**src/hdl/irpw_pkg.sv**
```systemverilog
package irpw_pkg;

  localparam int BUF_DEPTH = 128;
  localparam int ADDR_W    = $clog2(BUF_DEPTH);
  localparam int CNT_W     = $clog2(BUF_DEPTH + 1);
  localparam int TIMER_W   = 16;
  localparam int LINES_W   = 9;
  localparam int OP_W      = 2;
  localparam int STATE_W   = 3;

  localparam logic [TIMER_W-1:0] GAP_RESET = TIMER_W'(100);
  localparam logic [TIMER_W-1:0] TIMER_MAX = '1;

  localparam int IN_DATA_W  = 24;
  localparam int OUT_DATA_W = 32;

  typedef enum logic [OP_W-1:0] {
    OP_TICK   = 2'd0,
    OP_READ   = 2'd1,
    OP_RESUME = 2'd2
  } op_t;

  typedef enum logic [STATE_W-1:0] {
    ST_IDLE     = 3'd0,
    ST_MARK     = 3'd1,
    ST_SPACE    = 3'd2,
    ST_STOP     = 3'd3,
    ST_OVERFLOW = 3'd4
  } rx_state_t;

endpackage

```
**src/hdl/ir_pulse_width_recorder.sv**
```systemverilog
// The result of an input transfer is held in the output register from the next cycle on.
// Throughput: one item per cycle while the output register is drained; the state update and the duration buffer port
// (one write, one registered read) both complete within the accepting cycle.
// Input is taken whenever the output register is empty or being drained.
// Reset (rst, synchronous): state idle, timer and count zero, gap limit 100,
// output empty. The duration buffer is not cleared.
module ir_pulse_width_recorder (
  input  logic        clk,
  input  logic        rst,
  input  logic        gap_limit_we,
  input  logic [15:0] gap_limit_wdata,
  input  logic        s_axis_tvalid,
  output logic        s_axis_tready,
  // op[1:0], sensor_lines[10:2], read_index[17:11], zero fill
  input  logic [23:0] s_axis_tdata,
  output logic        m_axis_tvalid,
  input  logic        m_axis_tready,
  // receive_state[2:0], code_ready[3], overflow_seen[4], entries_stored[12:5],
  // wrote_entry[13], read_value[29:14], zero fill
  output logic [31:0] m_axis_tdata
);

  localparam int AW = irpw_pkg::ADDR_W;
  localparam int CW = irpw_pkg::CNT_W;
  localparam int TW = irpw_pkg::TIMER_W;

  logic [TW-1:0] gap_limit;

  irpw_pkg::rx_state_t rx_state, rx_state_next;
  logic [TW-1:0] tick_timer, tick_timer_next;
  logic [CW-1:0] entry_count, entry_count_next;
  logic          overflow_flag, overflow_flag_next;

  logic [TW-1:0] duration_store [irpw_pkg::BUF_DEPTH];
  logic [TW-1:0] rd_data;
  logic          rd_sel;

  logic                      res_valid;
  irpw_pkg::rx_state_t       res_state;
  logic                      res_overflow;
  logic [CW-1:0]             res_count;
  logic                      res_wrote;

  logic                         accept;
  logic [irpw_pkg::OP_W-1:0]    in_op;
  logic [irpw_pkg::LINES_W-1:0] in_lines;
  logic [AW-1:0]                in_index;
  logic                         mark;
  logic [TW-1:0]                timer_inc;
  logic                         wr_en;

  assign in_op    = s_axis_tdata[1:0];
  assign in_lines = s_axis_tdata[10:2];
  assign in_index = s_axis_tdata[17:11];

  assign s_axis_tready = !res_valid || m_axis_tready;
  assign accept        = s_axis_tvalid && s_axis_tready;

  assign mark      = (in_lines != '1);
  assign timer_inc = (tick_timer != irpw_pkg::TIMER_MAX) ? tick_timer + TW'(1) : tick_timer;

  always_comb begin
    irpw_pkg::rx_state_t st;
    st                 = rx_state;
    rx_state_next      = rx_state;
    tick_timer_next    = tick_timer;
    entry_count_next   = entry_count;
    overflow_flag_next = overflow_flag;
    wr_en              = 1'b0;
    case (in_op)
      irpw_pkg::OP_TICK: begin
        tick_timer_next = timer_inc;
        st = (entry_count >= CW'(irpw_pkg::BUF_DEPTH)) ? irpw_pkg::ST_OVERFLOW : rx_state;
        rx_state_next = st;
        // a full buffer always diverts to overflow first, so every record below fits
        unique case (st)
          irpw_pkg::ST_IDLE: begin
            if (mark) begin
              tick_timer_next = '0;
              if (timer_inc >= gap_limit) begin
                overflow_flag_next = 1'b0;
                entry_count_next   = CW'(1);
                wr_en              = 1'b1;
                rx_state_next      = irpw_pkg::ST_MARK;
              end
            end
          end
          irpw_pkg::ST_MARK: begin
            if (!mark) begin
              wr_en            = 1'b1;
              entry_count_next = entry_count + CW'(1);
              tick_timer_next  = '0;
              rx_state_next    = irpw_pkg::ST_SPACE;
            end
          end
          irpw_pkg::ST_SPACE: begin
            if (mark) begin
              wr_en            = 1'b1;
              entry_count_next = entry_count + CW'(1);
              tick_timer_next  = '0;
              rx_state_next    = irpw_pkg::ST_MARK;
            end else if (timer_inc > gap_limit) begin
              rx_state_next = irpw_pkg::ST_STOP;
            end
          end
          irpw_pkg::ST_STOP: begin
            if (mark) begin
              tick_timer_next = '0;
            end
          end
          default: begin
            overflow_flag_next = 1'b1;
            rx_state_next      = irpw_pkg::ST_STOP;
          end
        endcase
      end
      irpw_pkg::OP_RESUME: begin
        rx_state_next    = irpw_pkg::ST_IDLE;
        entry_count_next = '0;
      end
      default: begin
      end
    endcase
  end

  always_ff @(posedge clk) begin
    if (rst) begin
      gap_limit <= irpw_pkg::GAP_RESET;
    end else if (gap_limit_we) begin
      gap_limit <= gap_limit_wdata;
    end
  end

  always_ff @(posedge clk) begin
    if (rst) begin
      rx_state      <= irpw_pkg::ST_IDLE;
      tick_timer    <= '0;
      entry_count   <= '0;
      overflow_flag <= 1'b0;
    end else if (accept) begin
      rx_state      <= rx_state_next;
      tick_timer    <= tick_timer_next;
      entry_count   <= entry_count_next;
      overflow_flag <= overflow_flag_next;
    end
  end

  // idle start records at entry zero since the count restarts there
  always_ff @(posedge clk) begin
    if (accept && wr_en) begin
      if (rx_state_next == irpw_pkg::ST_MARK && entry_count_next == CW'(1)
          && (rx_state == irpw_pkg::ST_IDLE)) begin
        duration_store[AW'(0)] <= timer_inc;
      end else begin
        duration_store[entry_count[AW-1:0]] <= timer_inc;
      end
    end
  end

  always_ff @(posedge clk) begin
    if (accept) begin
      rd_data <= duration_store[in_index];
    end
  end

  always_ff @(posedge clk) begin
    if (rst) begin
      res_valid <= 1'b0;
    end else if (accept) begin
      res_valid <= 1'b1;
    end else if (m_axis_tready) begin
      res_valid <= 1'b0;
    end
  end

  always_ff @(posedge clk) begin
    if (accept) begin
      res_state    <= rx_state_next;
      res_overflow <= overflow_flag_next;
      res_count    <= entry_count_next;
      res_wrote    <= wr_en;
      rd_sel       <= (in_op == irpw_pkg::OP_READ);
    end
  end

  assign m_axis_tvalid = res_valid;
  assign m_axis_tdata  = {2'b00,
                          rd_sel ? rd_data : TW'(0),
                          res_wrote,
                          res_count,
                          res_overflow,
                          (res_state == irpw_pkg::ST_STOP),
                          res_state};

endmodule

```
**config.mk**
```make
export PLATFORM = sky130hd
export DESIGN_NAME = ir_pulse_width_recorder
export DESIGN_NICKNAME = d
export VERILOG_FILES = /design/src/hdl/irpw_pkg.sv /design/src/hdl/ir_pulse_width_recorder.sv
export SDC_FILE = /design/constraint.sdc
export NUM_CORES = 2
export LEC_CHECK = 0
export ABC_AREA = 1
export BUFFER_PORTS_ARGS = -buffer_cell sky130_fd_sc_hd__clkbuf_2
export CORE_AREA = 2 2 597 361
export CTS_BUF_LIST = sky130_fd_sc_hd__clkbuf_8
export DETAILED_ROUTE_END_ITERATION = 16
export DIE_AREA = 0 0 599 363
export PLACE_DENSITY = 0.53
export REMOVE_ABC_BUFFERS = 1
export SYNTH_ARGS = -nofsm -noshare
export SYNTH_HDL_FRONTEND = slang
export SYNTH_SLANG_ARGS = --single-unit
export TNS_END_PERCENT = 100
```
**constraint.sdc**
```tcl
create_clock -name clk -period 17.05 [get_ports clk]
set_input_delay 2.5575 -clock clk [delete_from_list [all_inputs] [get_ports clk]]
set_output_delay 2.5575 -clock clk [all_outputs]
set_load 0.01 [all_outputs]
```
==> summary.md <==
| Metric | Value |
|---|---|
| Status | completed |
| CP max FO | 159 |
| CTS tree | yes |
| Async SR Flop Fraction | 0% |
| Final Power | 0.0100 W |
| Final nets | ~7,000 |
| Post-Synth Adder-Cell Area | less than 1% |
| CTS max path bufs | 4 |
| Max cap viols | 0 |
| Slowest cell on the critical path | buf_4 |
| Crit path cell chain | buf_8 -> inv_8 -> buf_12 -> buf_4 -> buf_4 -> o21ai_0 -> o22ai_1 -> nor2_1 -> o32ai_1 -> o21ai_0 -> o22ai_1 -> nand2_1 -> nand2_1 |
| Reg2Reg Depth | 31 |
| Compound-Gate Fraction of Synth Area | 13.5% |
| Crit path required time | around 18,000 ps |
| Tcrit/Tclk final | between 40% and 50% |
| Post-synthesis instance total | 6,653 |
| Hold-fix buffers, CTS | 0 |
| First-pass GRT wire length | approximately 370 mm |
| Final min period | 7540 ps |
| Final WL | approximately 250 mm |
| Pin count of the biggest net entering global routing | between 150 and 200 |
| Setup repair bufs after CTS | 0 |
| Leak pwr | between 30 and 40 nW |
| Layout Area Growth over Synthesis | 11.3% |
| Ys Warns | 0 |
| GP Congestion | between 0.8 and 0.9 |
| Crit. End Element | flip-flop |
| Worst Setup Path Type | in -> reg |
| PD cells | about 110 nW/um^2 |
| Total iterations of the first detailed-routing run | 6 |
| Die W | 599 um |
| Clock skew | around 35 ps |
| # IOs | 79 |
| Slew Limit Headroom | under 10% |
| Post-Synth Simple-Gate Area | roughly 8.4% |
| Type of the worst min-delay path | reg -> reg |
| Die Span Y | about 360 um |
| Vias per inst | roughly 5.7 |
| Sum Neg Setup Slack | 0 ps |
| Crit path launch type | input pin |
| Crit path DAT | approximately 8400 ps |
| VDD IR max | 0.0656 mV |
| Yosys cell types | 42 |
| Hold path depth | 2 |
| WL/cell | around 26 um |
| Clock slew seen by the registers of the worst setup and hold paths | approximately 70 ps |
| Clock latency on the worst-skew pair | ~940 ps |
| XOR/XNOR Fraction of Synth Area | less than 1% |
| Max Transition Viols Final | 0 |
| EDFF count, synth | approximately 2,100 |
| Root buffer cell | clkbuf_8 |
| Post-DP HPWL | around 140 mm |
| Row Count | 131 |
| Syn_area_per_cell | about 13 sq um |
| # clock sinks | 2,123 |
| Number of global-route vias before repair | slightly above 50,000 |
| Core area | about 210,000 sq um |
| CTS Buf Count | about 320 |
| Worst-margin pin slew | between 1000 and 1500 ps |
| Starting density of the core | between 30 and 40% |
| Setup violators final | 0 |
| Grt total ovfl | 0 |
| Via count | 55,866 |
| Post-synthesis mux area share | 0% |
| #FFs+latches synth | approximately 2,100 |
| Slowest stage delay, CP | roughly 850 ps |
| Layout cells sized above 1 | 10.2% |
| Initial antenna violation count | 21 |
| Iteration-0 DRC count of the detailed router | roughly 7,200 |
| Netlist Area Pre-Place | 84,400 sq um |
| Post-route ant nets | 0 |
| Register area share after synthesis | between 70% and 80% |
| All-Layer GR Usage | 23.0% |
| Synth Flop Type | edfxtp_1 |
| Port buffer count | 70 |
| Main combinational cell family by area after synthesis | compound AO/OA/AOI/OAI gates |
| RSZ-0062 raised after global routing | false |
| Final hold viol count | 0 |
| H-tree levels | 5 |
| Max Freq | 0.133 GHz |
| Remaining routing DRC violations | 0 |
| Post-CTS sizing | 0 |
| Die area | around 220,000 sq um |
[flip-flops by register name, indices dropped and copies added (netlist names), 3 cells and up]
name            flops
res_state           3
entry_count         8
rd_data            16
duration_store   2048
res_count           8
gap_limit          16
rx_state            3
tick_timer         16
[worst max-delay path: cells and delay by family]
kind	cells	cell delay, ps
simple gates	3	430
buf+inv	5	3210
compound gates	5	1870
[worst paths after layout]
kind | end | slack (ps) | start
worst min-delay path | gap_limit[7] | 470 | gap_limit[7]
worst max-delay path | rd_data[14] | 9510 | s_axis_tdata[11]
worst max register to register | duration_store[53][2] | 9900 | tick_timer[1]
worst min register to register | gap_limit[7] | 470 | gap_limit[7]
[report_power, final]
group	total, W	internal [W]	leakage [nW]	switching [W]
Sequential	0.00565	0.00565	19.6	0.00000513
Clock	0.00383	0.00184	3.21	0.00199
Combinational	0.000548	0.000136	8.00	0.000412
Total	0.0100	0.00762	30.8	0.00241
[kinds of logic (layout without fill, tap and decap cells)]
kind of cell / after synthesis / in the layout
flip-flops: 2123 / 2123
adder cells (fa/ha/maj): 19 / 19
AND/OR/NAND/NOR: 1842 / 1842
XOR/XNOR: 10 / 10
buffers and inverters: 571 / 942
other: 1 / 5
AO/OA/AOI/OAI: 2087 / 2087
[final cells by class]
| cell class | count | area [sq um] |
|---|---|---|
| fill | 19510 | 118000 |
| tap | 2859 | 3580 |
| sequential | 2123 | 63300 |
| clock buffer | 328 | 4510 |
| antenna | 3 | 7.51 |
| timing repair buffer | 294 | 2120 |
| clock inverter | 223 | 1010 |
| inverter | 97 | 394 |
| multi-input combinational | 3960 | 19000 |
[synthesized netlist by cell type (3+ instances only)]
cell	n	area share (%)
a22oi_1	5	0.044
o32ai_1	32	0.33
nor2_4	3	0.040
nand4_1	5	0.037
buf_6	3	0.040
clkinv_1	3	0.013
buf_4	11	0.098
dfxtp_1	45	1.1
nor2_1	1541	6.9
xnor2_1	3	0.031
buf_1	23	0.10
clkbuf_1	371	1.6
ha_1	19	0.28
xor2_1	7	0.073
buf_2	66	0.39
o22ai_1	639	4.7
nand3_2	6	0.071
nand2_2	4	0.030
o211ai_1	3	0.027
o21ai_0	1342	8.0
nand3_1	35	0.21
nand2_1	225	1.0
edfxtp_1	2078	74
nor3_1	8	0.047
nor4_1	4	0.030
inv_1	90	0.40
a21oi_1	58	0.34
inv_2	4	0.018
nor2_2	3	0.022
[routing by layer]
layer  wire (um)  part of all wire [%]  global-route usage [%]  up-vias
li1            -                     -                       -    24945
met2      105000                    41                    31.7     2516
met4        5610                   2.2                    5.65       10
met3       24100                   9.5                    4.62      353
met5          56                 0.022                       0        -
met1      120000                    47                    36.6    28042
[cells in the final DEF (no fill, tap or decap), types with 6 or more instances in the layout]
master / instances
nand3_1: 35
o21ai_0: 1341
o32ai_1: 32
clkbuf_8: 328
nor2_2: 12
dfxtp_1: 45
o22ai_1: 639
clkinv_2: 22
clkbuf_2: 65
buf_4: 220
nor3_1: 8
nand3_2: 6
edfxtp_1: 2078
nand2_4: 8
clkinv_1: 80
clkinvlp_4: 7
a21oi_1: 57
nand2_1: 219
nor2_1: 1532
ha_1: 19
inv_1: 193
[stage by stage]
stage	hold slack, ps	utilization, %	std cells	cell area [sq um]	worst slack [ps]
2_1_floorplan	435	-	6180	82500	103
3_3_place_gp	459	41.8	9333	88400	8870
3_5_place_dp	468	41.8	9333	88400	8840
4_1_cts	476	44.4	9884	94000	9860
5_1_grt	497	44.4	9886	94000	9340
6_report	472	44.4	9887	94000	9510
Note: power is estimated with default switching activity, not from simulation.
